**config.mk**
```make
export PLATFORM = sky130hd
export DESIGN_NAME = ini_line_classifier
export DESIGN_NICKNAME = d
export VERILOG_FILES = /design/src/hdl/ilc_pkg.sv /design/src/hdl/ini_line_classifier.sv /design/src/hdl/ilc_scan.sv /design/src/hdl/ilc_classify.sv
export VERILOG_INCLUDE_DIRS = /design/src /design/src/hdl
export SDC_FILE = /design/constraint.sdc
export NUM_CORES = 1
export LEC_CHECK = 0
export ABC_AREA = 0
export BUFFER_PORTS_ARGS = -buffer_cell sky130_fd_sc_hd__buf_2
export CORE_MARGIN = 10
export CORE_UTILIZATION = 30
export CTS_BUF_LIST = sky130_fd_sc_hd__clkbuf_8
export DETAILED_ROUTE_END_ITERATION = 6
export HOLD_SLACK_MARGIN = 0.03
export PLACE_DENSITY = 0.49
export SYNTH_ARGS = -nofsm -noshare
export SYNTH_HDL_FRONTEND = slang
export SYNTH_HIERARCHICAL = 1
export SYNTH_SLANG_ARGS = --single-unit
```
**constraint.sdc**
```tcl
create_clock -name clk -period 5 [get_ports clk]
set_clock_uncertainty 0.05 [all_clocks]
set_input_delay 0.25 -clock clk [delete_from_list [all_inputs] [get_ports clk]]
set_output_delay 0.25 -clock clk [all_outputs]
set_load 0.01 [all_outputs]
```
**src/hdl/assert_macros.svh**
```systemverilog
// Assertion shorthands for the RTL files; ini_line_classifier includes them.
// Each macro expects signals named clk and arst_n in the enclosing module.
`ifndef ASSERT_MACROS_SVH
`define ASSERT_MACROS_SVH

// Same-cycle implication, checked outside reset.
`define ASSERT_IMPLIES(lbl, ante, cons, msg) \
	lbl: assert property (@(posedge clk) disable iff (!arst_n) (ante) |-> (cons)) \
		else $error(msg);

// Next-cycle implication, checked outside reset.
`define ASSERT_NEXT(lbl, ante, cons, msg) \
	lbl: assert property (@(posedge clk) disable iff (!arst_n) (ante) |=> (cons)) \
		else $error(msg);

`endif

```
**src/hdl/ilc_pkg.sv**
```systemverilog
package ilc_pkg;

	// Default line buffer size; at most MAX_LINE - 1 characters are kept.
	localparam int MAX_LINE_DEF = 256;

	// Characters with a meaning in an INI line.
	localparam logic [7:0] CH_SEMI  = 8'h3B;
	localparam logic [7:0] CH_OPEN  = 8'h5B;
	localparam logic [7:0] CH_CLOSE = 8'h5D;
	localparam logic [7:0] CH_EQUAL = 8'h3D;

	// Kind of the first non-space character of the line.
	localparam logic [1:0] MARK_NONE  = 2'd0;
	localparam logic [1:0] MARK_SEMI  = 2'd1;
	localparam logic [1:0] MARK_OPEN  = 2'd2;
	localparam logic [1:0] MARK_OTHER = 2'd3;

	// Line type codes.
	localparam logic [2:0] LT_INVALID = 3'd0;
	localparam logic [2:0] LT_EMPTY   = 3'd1;
	localparam logic [2:0] LT_COMMENT = 3'd2;
	localparam logic [2:0] LT_SECTION = 3'd3;
	localparam logic [2:0] LT_PAIR    = 3'd4;

	// Output item width on the bus, rounded up to whole bytes.
	localparam int TDATA_W = 64;

	// Sticky flags gathered while the line is scanned.
	typedef struct packed {
		logic tag_ok;       // '=' seen after some non-space character
		logic first_close;  // first non-space after '[' was ']'
		logic raw_close;    // ']' after the section name start
		logic strip_close;  // same, before any ';'
		logic raw_print;    // printable character after '='
		logic strip_print;  // same, before any ';'
		logic last_close;   // last non-space before ';' is ']'
		logic too_long;     // characters were dropped
	} ilc_flags_t;

	// One result item; the last field sits in the lowest bits.
	typedef struct packed {
		logic [7:0] value_len;
		logic [7:0] value_start;
		logic [7:0] tag_len;
		logic       pair_ok;
		logic [7:0] section_len;
		logic [7:0] section_start;
		logic       section_ok;
		logic [7:0] comment_start;
		logic       too_long;
		logic [7:0] line_len;
		logic [2:0] line_type;
	} ilc_result_t;

	localparam int RES_W = $bits(ilc_result_t);

	function automatic logic is_space(input logic [7:0] c);
		return ((c >= 8'h09) && (c <= 8'h0D)) || (c == 8'h20);
	endfunction

	function automatic logic is_print(input logic [7:0] c);
		return (c >= 8'h20) && (c <= 8'h7E);
	endfunction

endpackage

```
**src/hdl/ini_line_classifier.sv**
```systemverilog
// Result: a terminator passes the input register and then the result register; it waits in
// the input register while an earlier result still waits in the result register.
// Throughput: one item per cycle; a character is scanned in one step of the line state.
// A waiting result stalls only the next terminator, and the input behind it.
// Reset: arst_n clears the line state and the valid flags of the input stage and the
// result register at once; s_tready is high as soon as reset has cleared the input stage.
`include "assert_macros.svh"

module ini_line_classifier #(
	parameter int MAX_LINE = ilc_pkg::MAX_LINE_DEF
) (
	input  logic                        clk,
	input  logic                        arst_n,
	input  logic                        s_tvalid,
	output logic                        s_tready,
	input  logic [7:0]                  s_tdata,   // ch[7:0]
	input  logic                        s_tlast,   // end_of_line
	output logic                        m_tvalid,
	input  logic                        m_tready,
	// line_type[2:0], line_len[10:3], too_long[11], comment_start[19:12],
	// section_ok[20], section_start[28:21], section_len[36:29], pair_ok[37],
	// tag_len[45:38], value_start[53:46], value_len[61:54], zero[63:62]
	output logic [ilc_pkg::TDATA_W-1:0] m_tdata
);
	import ilc_pkg::*;

	localparam int PW = $clog2(MAX_LINE);

	logic          v_s1, eol_s1;
	logic [7:0]    ch_s1;
	logic          advance;
	logic          m_tvalid_q;
	ilc_result_t   res_q, res;

	logic [PW-1:0] pos, semi, eq, ln0, ln1, tend, bs, vs;
	logic [1:0]    mark;
	logic          semi_v, eq_v, ln0_v, ln1_v, tend_v, bs_v, vs_v;
	ilc_flags_t    flags;

	// A character always moves on; a terminator waits for room in the result register.
	assign advance  = v_s1 && (!eol_s1 || !m_tvalid_q || m_tready);
	assign s_tready = !v_s1 || advance;

	// Input register.
	always_ff @(posedge clk or negedge arst_n) begin
		if (!arst_n) begin
			v_s1 <= 1'b0;
		end else if (s_tready) begin
			v_s1 <= s_tvalid;
		end
	end

	always_ff @(posedge clk) begin
		if (s_tready && s_tvalid) begin
			ch_s1  <= s_tdata;
			eol_s1 <= s_tlast;
		end
	end

	ilc_scan #(.MAX_LINE(MAX_LINE)) u_scan (
		.clk    (clk),
		.arst_n (arst_n),
		.take   (advance),
		.eol    (eol_s1),
		.ch     (ch_s1),
		.pos    (pos),
		.mark   (mark),
		.semi_v (semi_v),
		.semi   (semi),
		.eq_v   (eq_v),
		.eq     (eq),
		.ln0_v  (ln0_v),
		.ln0    (ln0),
		.ln1_v  (ln1_v),
		.ln1    (ln1),
		.tend_v (tend_v),
		.tend   (tend),
		.bs_v   (bs_v),
		.bs     (bs),
		.vs_v   (vs_v),
		.vs     (vs),
		.flags  (flags)
	);

	ilc_classify #(.MAX_LINE(MAX_LINE)) u_classify (
		.pos    (pos),
		.mark   (mark),
		.semi_v (semi_v),
		.semi   (semi),
		.eq_v   (eq_v),
		.eq     (eq),
		.ln0_v  (ln0_v),
		.ln0    (ln0),
		.ln1_v  (ln1_v),
		.ln1    (ln1),
		.tend_v (tend_v),
		.tend   (tend),
		.bs_v   (bs_v),
		.bs     (bs),
		.vs_v   (vs_v),
		.vs     (vs),
		.flags  (flags),
		.res    (res)
	);

	// Result register, loaded when a terminator leaves the input stage.
	always_ff @(posedge clk or negedge arst_n) begin
		if (!arst_n) begin
			m_tvalid_q <= 1'b0;
		end else if (advance && eol_s1) begin
			m_tvalid_q <= 1'b1;
		end else if (m_tready) begin
			m_tvalid_q <= 1'b0;
		end
	end

	always_ff @(posedge clk) begin
		if (advance && eol_s1) begin
			res_q <= res;
		end
	end

	assign m_tvalid = m_tvalid_q;
	assign m_tdata  = {(TDATA_W - RES_W)'(0), res_q};

	// A waiting result is never overwritten.
	`ASSERT_IMPLIES(a_no_overwrite, m_tvalid_q && !m_tready, !(advance && eol_s1), "result overwritten")
	// A terminator leaves the line state cleared.
	`ASSERT_NEXT(a_line_cleared, advance && eol_s1, pos == '0 && mark == MARK_NONE, "line state not cleared")
	// A stripped line is never both a section and a pair.
	`ASSERT_IMPLIES(a_sec_xor_pair, m_tvalid_q, !(res_q.section_ok && res_q.pair_ok), "section and pair both set")

endmodule

```
**src/hdl/ilc_scan.sv**
```systemverilog
module ilc_scan #(
	parameter int MAX_LINE = ilc_pkg::MAX_LINE_DEF,
	localparam int PW = $clog2(MAX_LINE)
) (
	input  logic                clk,
	input  logic                arst_n,
	input  logic                take,
	input  logic                eol,
	input  logic [7:0]          ch,
	output logic [PW-1:0]       pos,
	output logic [1:0]          mark,
	output logic                semi_v,
	output logic [PW-1:0]       semi,
	output logic                eq_v,
	output logic [PW-1:0]       eq,
	output logic                ln0_v,
	output logic [PW-1:0]       ln0,
	output logic                ln1_v,
	output logic [PW-1:0]       ln1,
	output logic                tend_v,
	output logic [PW-1:0]       tend,
	output logic                bs_v,
	output logic [PW-1:0]       bs,
	output logic                vs_v,
	output logic [PW-1:0]       vs,
	output ilc_pkg::ilc_flags_t flags
);
	import ilc_pkg::*;

	localparam logic [PW-1:0] POS_LAST = PW'(MAX_LINE - 1);

	logic [PW-1:0] pos_q, semi_q, eq_q, ln0_q, ln1_q, tend_q, bs_q, vs_q;
	logic [1:0]    mark_q;
	logic          semi_v_q, eq_v_q, ln0_v_q, ln1_v_q, tend_v_q, bs_v_q, vs_v_q;
	ilc_flags_t    flags_q;

	logic in_strip, printable, after_eq, non_space, after_bs;

	// Character classes against the current line state.
	always_comb begin
		in_strip  = !semi_v_q && (ch != CH_SEMI);
		printable = is_print(ch);
		after_eq  = eq_v_q && (pos_q > eq_q);
		non_space = !is_space(ch);
		after_bs  = bs_v_q && (pos_q > bs_q);
	end

	// Line state: updated on each kept character, too_long set on a dropped one, cleared by the terminator.
	always_ff @(posedge clk or negedge arst_n) begin
		if (!arst_n) begin
			pos_q    <= '0;
			mark_q   <= MARK_NONE;
			semi_v_q <= 1'b0;
			semi_q   <= '0;
			eq_v_q   <= 1'b0;
			eq_q     <= '0;
			ln0_v_q  <= 1'b0;
			ln0_q    <= '0;
			ln1_v_q  <= 1'b0;
			ln1_q    <= '0;
			tend_v_q <= 1'b0;
			tend_q   <= '0;
			bs_v_q   <= 1'b0;
			bs_q     <= '0;
			vs_v_q   <= 1'b0;
			vs_q     <= '0;
			flags_q  <= '0;
		end else if (take) begin
			if (eol) begin
				pos_q    <= '0;
				mark_q   <= MARK_NONE;
				semi_v_q <= 1'b0;
				eq_v_q   <= 1'b0;
				ln0_v_q  <= 1'b0;
				ln1_v_q  <= 1'b0;
				tend_v_q <= 1'b0;
				bs_v_q   <= 1'b0;
				vs_v_q   <= 1'b0;
				flags_q  <= '0;
			end else if (pos_q < POS_LAST) begin
				pos_q <= pos_q + 1'b1;
				if (printable && after_eq) begin
					flags_q.raw_print <= 1'b1;
					if (in_strip) begin
						flags_q.strip_print <= 1'b1;
					end
				end
				if (non_space) begin
					// First '=' splits tag from value.
					if ((ch == CH_EQUAL) && !eq_v_q) begin
						eq_v_q   <= 1'b1;
						eq_q     <= pos_q;
						tend_v_q <= ln0_v_q;
						tend_q   <= ln0_q;
						if (mark_q != MARK_NONE) begin
							flags_q.tag_ok <= 1'b1;
						end
					end
					// Kind of the first non-space, then start of the section name.
					if (mark_q == MARK_NONE) begin
						priority if (ch == CH_SEMI) begin
							mark_q <= MARK_SEMI;
						end else if (ch == CH_OPEN) begin
							mark_q <= MARK_OPEN;
						end else begin
							mark_q <= MARK_OTHER;
						end
					end else if ((mark_q == MARK_OPEN) && !bs_v_q) begin
						bs_v_q <= 1'b1;
						bs_q   <= pos_q;
						if (ch == CH_CLOSE) begin
							flags_q.first_close <= 1'b1;
						end
					end
					if ((ch == CH_CLOSE) && after_bs) begin
						flags_q.raw_close <= 1'b1;
						if (in_strip) begin
							flags_q.strip_close <= 1'b1;
						end
					end
					// Trailing non-space tracking before any comment.
					if (in_strip) begin
						ln1_v_q            <= ln0_v_q;
						ln1_q              <= ln0_q;
						ln0_v_q            <= 1'b1;
						ln0_q              <= pos_q;
						flags_q.last_close <= (ch == CH_CLOSE);
						if (after_eq && !vs_v_q) begin
							vs_v_q <= 1'b1;
							vs_q   <= pos_q;
						end
					end else if ((ch == CH_SEMI) && !semi_v_q) begin
						semi_v_q <= 1'b1;
						semi_q   <= pos_q;
					end
				end
			end else begin
				flags_q.too_long <= 1'b1;
			end
		end
	end

	assign pos    = pos_q;
	assign mark   = mark_q;
	assign semi_v = semi_v_q;
	assign semi   = semi_q;
	assign eq_v   = eq_v_q;
	assign eq     = eq_q;
	assign ln0_v  = ln0_v_q;
	assign ln0    = ln0_q;
	assign ln1_v  = ln1_v_q;
	assign ln1    = ln1_q;
	assign tend_v = tend_v_q;
	assign tend   = tend_q;
	assign bs_v   = bs_v_q;
	assign bs     = bs_q;
	assign vs_v   = vs_v_q;
	assign vs     = vs_q;
	assign flags  = flags_q;

endmodule

```
**src/hdl/ilc_classify.sv**
```systemverilog
module ilc_classify #(
	parameter int MAX_LINE = ilc_pkg::MAX_LINE_DEF,
	localparam int PW = $clog2(MAX_LINE)
) (
	input  logic [PW-1:0]        pos,
	input  logic [1:0]           mark,
	input  logic                 semi_v,
	input  logic [PW-1:0]        semi,
	input  logic                 eq_v,
	input  logic [PW-1:0]        eq,
	input  logic                 ln0_v,
	input  logic [PW-1:0]        ln0,
	input  logic                 ln1_v,
	input  logic [PW-1:0]        ln1,
	input  logic                 tend_v,
	input  logic [PW-1:0]        tend,
	input  logic                 bs_v,
	input  logic [PW-1:0]        bs,
	input  logic                 vs_v,
	input  logic [PW-1:0]        vs,
	input  ilc_pkg::ilc_flags_t  flags,
	output ilc_pkg::ilc_result_t res
);
	import ilc_pkg::*;

	// Wide enough for any offset plus one, and for the 8-bit output fields.
	localparam int XW = (PW + 1 > 8) ? PW + 1 : 8;

	logic [PW-1:0] strip_end;
	logic          strip_sec, sec_ok, pair_ok, val_ok;
	logic [XW-1:0] len_x, cs_x, ss_x, sl_x, tl_x, vst_x, vl_x;

	// Section and pair tests on the comment-stripped line.
	always_comb begin
		strip_end = semi_v ? semi : pos;
		strip_sec = (mark == MARK_OPEN) && bs_v && (bs < strip_end) &&
			!flags.first_close && flags.strip_close;
		sec_ok    = strip_sec && flags.last_close && ln0_v && (ln0 > bs) &&
			ln1_v && (ln1 >= bs);
		pair_ok   = !strip_sec && eq_v && (eq < strip_end) && flags.tag_ok &&
			flags.strip_print && tend_v;
		val_ok    = pair_ok && vs_v && ln0_v && (ln0 >= vs);
	end

	// Offsets and lengths before truncation to the output fields.
	always_comb begin
		len_x = XW'(pos);
		cs_x  = XW'(strip_end);
		ss_x  = sec_ok ? XW'(bs) : '0;
		sl_x  = sec_ok ? XW'({1'b0, ln1} - {1'b0, bs} + 1'b1) : '0;
		tl_x  = pair_ok ? XW'({1'b0, tend} + 1'b1) : '0;
		vst_x = val_ok ? XW'(vs) : '0;
		vl_x  = val_ok ? XW'({1'b0, ln0} - {1'b0, vs} + 1'b1) : '0;
	end

	// Line type of the raw line, tested in order.
	always_comb begin
		res = '0;
		priority if (mark == MARK_NONE) begin
			res.line_type = LT_EMPTY;
		end else if (mark == MARK_SEMI) begin
			res.line_type = LT_COMMENT;
		end else if ((mark == MARK_OPEN) && bs_v && !flags.first_close && flags.raw_close) begin
			res.line_type = LT_SECTION;
		end else if (eq_v && flags.tag_ok && flags.raw_print) begin
			res.line_type = LT_PAIR;
		end else begin
			res.line_type = LT_INVALID;
		end
		res.line_len      = len_x[7:0];
		res.too_long      = flags.too_long;
		res.comment_start = cs_x[7:0];
		res.section_ok    = sec_ok;
		res.section_start = ss_x[7:0];
		res.section_len   = sl_x[7:0];
		res.pair_ok       = pair_ok;
		res.tag_len       = tl_x[7:0];
		res.value_start   = vst_x[7:0];
		res.value_len     = vl_x[7:0];
	end

endmodule
```
### Yosys cells after proc, flatten, opt, wreduce, memory -nomap -nowiden

Cells that the tools add are included.

* output and inout bits: 66
* register bits after elaboration: 154
* bits of input ports: 13

* reduce and logical (&&, ||, !) cells: 82
* add/sub/neg operators: 6
* equality and inequality tests: 12
* $lt $le $gt $ge: 12
* bitwise operators: 4
* mux-type cells: 58

Operators with widths (number)
* 2-to-1 mux 1 bit: 42
* logical AND 1 bit: 35
* AND reduction 5 bit: 7
* adder 8 x 1 -> 8 bit, second input constant: 4
* 2-to-1 mux 8 bit: 4
* nonzero test 2 bit: 13
* == test 8 x 6 -> 1 bit, second input constant: 3
* greater-than comparator 8 bit: 3
* AND reduction 6 bit: 4
* AND reduction 4 bit: 5
* 2-to-1 mux 2 bit: 9
* == test 8 x 7 -> 1 bit, second input constant: 2
* >= comparator 8 bit: 2
* < comparator 8 bit: 2
* subtractor 8 bit: 2
* zero test 1 bit: 9
* >= comparator 8 x 4 -> 1 bit, second input constant: 1
* >= comparator 8 x 6 -> 1 bit, second input constant: 1
* <= comparator 8 x 4 -> 1 bit, second input constant: 1
* <= comparator 8 x 7 -> 1 bit, second input constant: 1
* < comparator 8 bit, second input constant: 1
* != test 2 bit, second input constant: 4
* != test 8 x 6 -> 1 bit, second input constant: 1
* 2-to-1 mux 7 bit: 1
* 10 further kinds: 17

### Logic depth before layout (Yosys ltp)

* depth in word-level cells: 14
* gate-level depth with buffers: 11

### Hierarchy

The synthesis kept the hierarchy.

By module, submodules not included
* ilc_scan: area each 3814.9 sq um, sequential area each 2026.9 sq um, cells an instance 313, times used 1
* ini_line_classifier: area each 2257.2 sq um, sequential area each 2182.1 sq um, cells an instance 84, times used 1
* ilc_classify: area each 2217.1 sq um, sequential area each 0.0 sq um, cells an instance 286, times used 1

### Least setup slack after synthesis

Ideal clock, no wire load.

* path kind: register -> register
* from: register m_tvalid_q (netlist: m_tvalid)
* to: register res_q, in the netlist m_tdata[0], enable pin
* path buffers: 0
* stages on the path, launching flop included: 3
* path slack: 1.286 ns
* arrival time: 3.182 ns
* library setup time: 0.482 ns
* cell sequence: dfrtp_1 > nor2b_1 > nor2_1

* longest elaborated chain between the ends: 5

Ends and longest elaborated chain
* start, declared: RTL line ini_line_classifier.sv:32 `logic m_tvalid_q;`
* start signal, assigned: RTL line ini_line_classifier.sv:109 `m_tvalid_q <= 1'b0;`
* start signal, assigned: RTL line ini_line_classifier.sv:111 `m_tvalid_q <= 1'b1;`
* start signal, assigned: RTL line ini_line_classifier.sv:113 `m_tvalid_q <= 1'b0;`
* zero test 1 bit: RTL line ini_line_classifier.sv:41 `assign advance = v_s1 && (!eol_s1 || !m_tvalid_q || m_tready);`
* logical OR 1 bit (2 in series): RTL line ini_line_classifier.sv:41
* logical AND 1 bit: RTL line ini_line_classifier.sv:41
* logical AND 1 bit: RTL line ini_line_classifier.sv:118 `if (advance && eol_s1) begin`
* end signal, assigned: RTL line ini_line_classifier.sv:119 `res_q <= res;`
* end, declared: RTL line ini_line_classifier.sv:33 `ilc_result_t res_q, res;`

No other way between the ends.
A chain may end at the register's enable or synchronous reset.

### Worst setup path after layout

* from: register eol_s1
* to: register u_scan.eq_q[6] (netlist: u_scan/eq[6])

* longest elaborated chain between the ends: 5
* elaborated cells between the ends (all ways): 6

Ends and longest elaborated chain
* start, declared: RTL line ini_line_classifier.sv:29 `logic v_s1, eol_s1;`
* start signal, assigned: RTL line ini_line_classifier.sv:56 `eol_s1 <= s_tlast;`
* zero test 1 bit: RTL line ini_line_classifier.sv:41
* logical OR 1 bit (2 in series): RTL line ini_line_classifier.sv:41
* logical AND 1 bit: RTL line ini_line_classifier.sv:41
* named net advance: RTL line ini_line_classifier.sv:31 `logic advance;`
* AND reduction 5 bit (no source line)
* end signal, assigned: RTL line ilc_scan.sv:92 `eq_q <= pos_q;`
* end, declared: RTL line ilc_scan.sv:32 `logic [PW-1:0] pos_q, semi_q, eq_q, ln0_q, ln1_q, tend_q, bs_q, vs_q;`

The timed path passes the listed nets, and every way through them passes these cells.

==> flow_summary.toml <==
[yosys]
async_reset_ff_share_pct = 53.9
avgSynthCellArea_um2 = 12.1
netlist_instances = 683
synth_top_cell_area_share_pct = 25.7
synth_edf_count = 71
ys_seq_area_share_pct = 50.8
netlist_top_cells_area = "edfxtp_1 (26%), dfrtp_1 (25%), ha_1 (11%)"
ys_ff_latch = 154
syn-cell-area_um2 = 8290
yosys_warnings = 6
synth.distinct_cells = 73
yosysTopAreaCell = "edfxtp_1"
ys.flop_type = "dfrtp_1"

[timing]
fin_crit_ns = 3.41
hold_viol = 0
tns_ns = 0
setup_violations = 0
max_slew_margin_pct = 19.0
tightest_slew_ns = 1.21
fin_hold_ws_ns = 0.0541
fmax_mhz = 293
rsz0062_at_grt = "no"
slew_viol_final = 0
post-route-period-util_pct = 68.2

[pwr]
power_frac_comb_pct = 24.3
internal_power_w = 0.00229
seq_power_share_pct = 45.5
ir_worst_vdd_uv = 132
cellLeakagePower_nw = 4.12
p_switching_w = 0.00108
cellPowerDensity_nw_per_um2 = 355
sw_frac_of_total_pct = 32.1
clkPwrFrac_pct = 30.2

[floorplanning]
coreArea_um2 = 27100
initial_utilization_pct = 30.6
die_w_um = 186
pin_count = 79
die_h_um = 186
die-area_um2 = 34700
rows = 60

[critical_path]
worstSetupPathType = "reg2reg"
critPathCaptureType = "register"
worstPathArrival_ns = 3.70
start_kind = "register"
cp-startpoint = "eol_s1$_DFFE_PP_"
crit_required_ns = 5.29
r2r-start = "eol_s1$_DFFE_PP_"
worstPathMaxFanout = 16
r2r_cells = 5

[routing]
via_per_inst = 4.61
via_count = 5291
drt_iter0_drc = 281
drc = 0
wirelength_um = 19700
ant_nets = 0
post_drt_wl_per_cell_um = 17.2
drt_pass1_iterations = 4

[global_routing]
antenna_found_initial = 0
met1_usage_pct = 16.1
grt_util_met2_pct = 18.6
busiest_layer = "met2"
grt_pass1_wl_um = 31800
grt_usage_pct = 11.9
use_met3_pct = 2.95
grt_max_degree = 53
grt.overflow.total = 0
grt_pass1_vias = 5558

[finish]
diodes = 0
drive_above_1_share_pct = 23.6
area_delta_synth_final_pct = 14.8
nNetsFinal = 855
final_cells = 1147

[outcome]
run_status = "finished clean"

[placement]
dpl.hpwl_um = 14400
dpl.cell_count = 1104
gp_congestion = 0.809
io_buffers = 76

[clock_network]
clk_pin_slew_ns = 0.09
cts_tree = "built"
clk_path_buf_depth = 2
cts_root_buf = "clkbuf_8"
cts_made_buffers = 17
cts_resized = 0
cts_htree_levels = 4
clk_latency_ns = 0.46
clock-sinks = 154

[hold_path]
holdCritStartpoint = "m_tready"
hold_class = "in2reg"
hold_path_depth = 3

[flow_run]
drv_cap = 0
-- path summary, 6_finish.rpt --
check | to | slack [ns]
max | u_scan/eq[6]$_DFFE_PN0P_ | 1.59
min reg2reg | m_tdata[11]$_DFFE_PP_ | 0.42
max reg2reg | u_scan/eq[6]$_DFFE_PN0P_ | 1.59
min | v_s1$_DFFE_PN0P_ | 0.05
max in group asynchronous | u_scan/eq[6]$_DFFE_PN0P_ | 3.60
min in group asynchronous | u_scan/mark[1]$_DFFE_PN0P_ | 0.24
-- sequential cells by signal, summed over array words and instances, names as in the netlist, 2 cells and up --
| signal | count |
|---|---|
| u_scan/eq | 8 |
| m_tdata | 62 |
| u_scan/mark | 2 |
| u_scan/semi | 8 |
| u_scan/ln0 | 8 |
| u_scan/ln1 | 8 |
| ch_s1 | 8 |
| u_scan/bs | 8 |
| u_scan/pos | 8 |
| u_scan/vs | 8 |
| u_scan/flags | 8 |
| u_scan/tend | 8 |
-- layout by cell type (no fill, tap or decap), types with 4 or more instances in the layout --
master | Yosys | layout
nor3b_1 | 5 | 5
buf_2 | 3 | 75
edfxtp_1 | 71 | 71
nand2b_1 | 11 | 11
or3_1 | 7 | 7
buf_4 | 14 | 5
clkinv_4 | 0 | 4
mux2_4 | 9 | 9
dfrtp_1 | 83 | 83
dlygate4sd3_1 | 0 | 11
ha_1 | 72 | 72
nand3_1 | 15 | 15
a211oi_1 | 4 | 4
clkbuf_8 | 0 | 19
and2_1 | 16 | 16
o211ai_1 | 5 | 5
mux2_2 | 45 | 45
xor2_1 | 11 | 11
o21ai_0 | 11 | 11
nor2_1 | 38 | 37
nand4_1 | 13 | 13
nand2_1 | 26 | 26
a21oi_1 | 25 | 25
inv_1 | 67 | 69
mux2i_1 | 11 | 11
xnor2_1 | 6 | 6
fa_1 | 8 | 8
nor3_1 | 16 | 16
nor2b_1 | 6 | 6
o21a_1 | 5 | 5
-- routing by layer --
layer | vias to the layer above | share of wire, %
met5 | - | 0
met4 | 0 | 1.0
met3 | 14 | 4.1
met2 | 83 | 46
met1 | 2599 | 49
li1 | 2595 | -
-- cell usage after synthesis (all sizes together), types with 14 or more instances --
library cell  instances
mux2                 54
nand2                26
and2                 16
nor3                 17
nand4                14
inv                  68
buf                  22
a21oi                26
edfxtp               71
nor2                 39
ha                   72
dfrtp                83
nand3                15
-- power by group through the flow --
stage | Combinational, W | Clock (W) | Sequential [W]
2_1_floorplan | 0.000624 | 0 | 0.00152
3_3_place_gp | 0.000817 | 0 | 0.00156
3_5_place_dp | 0.000818 | 0 | 0.00157
4_1_cts | 0.000830 | 0.00106 | 0.00154
5_1_grt | 0.000941 | 0.00113 | 0.00155
6_report | 0.000822 | 0.00102 | 0.00153
-- final cells by class --
class	instances	area [µm²]
inverter	68	255
clock buffer	19	262
multi-input combinational	430	3630
sequential	154	4210
clock inverter	13	169
timing repair buffer	91	523
tap	372	465
fill	2702	17600
-- worst max-delay path: stages, from the launching register on --
cell,delay (ns)
edfxtp_1,0.58
a21boi_1,0.54
nand2_1,0.14
or3_1,0.49
nor4_4,1.06
mux2_2,0.42
-- repair_timing --
item,CTS,global route
setup buffers,0,0
endpoints found under the hold margin,41,0
hold buffers,11,0
-- metrics by stage --
stage | instance area [µm²] | total power, W | setup WS [ns] | utilization [%]
final | 9510 | 0.00338 | 1.59 | 35.1
after global routing | 9510 | 0.00362 | 1.31 | 35.1
after CTS | 9510 | 0.00343 | 1.56 | 35.1
after detailed placement | 8970 | 0.00238 | 1.57 | 33.1
after global placement | 8970 | 0.00238 | 1.62 | 33.1
after floorplan | 8290 | 0.00215 | 1.29 | -
-- kinds of logic after synthesis --
family / after synthesis / synth area share, %
buffers and inverters: 100 / 5.57
XOR/XNOR: 17 / 1.80
flip-flops: 154 / 50.8
AND/OR/NAND/NOR: 177 / 12.1
multiplexers: 65 / 9.07
adder cells (fa/ha/maj): 80 / 12.8
other: 1 / 0.0452
AO/OA/AOI/OAI: 89 / 7.85
Power figures use the tool's default switching activity.
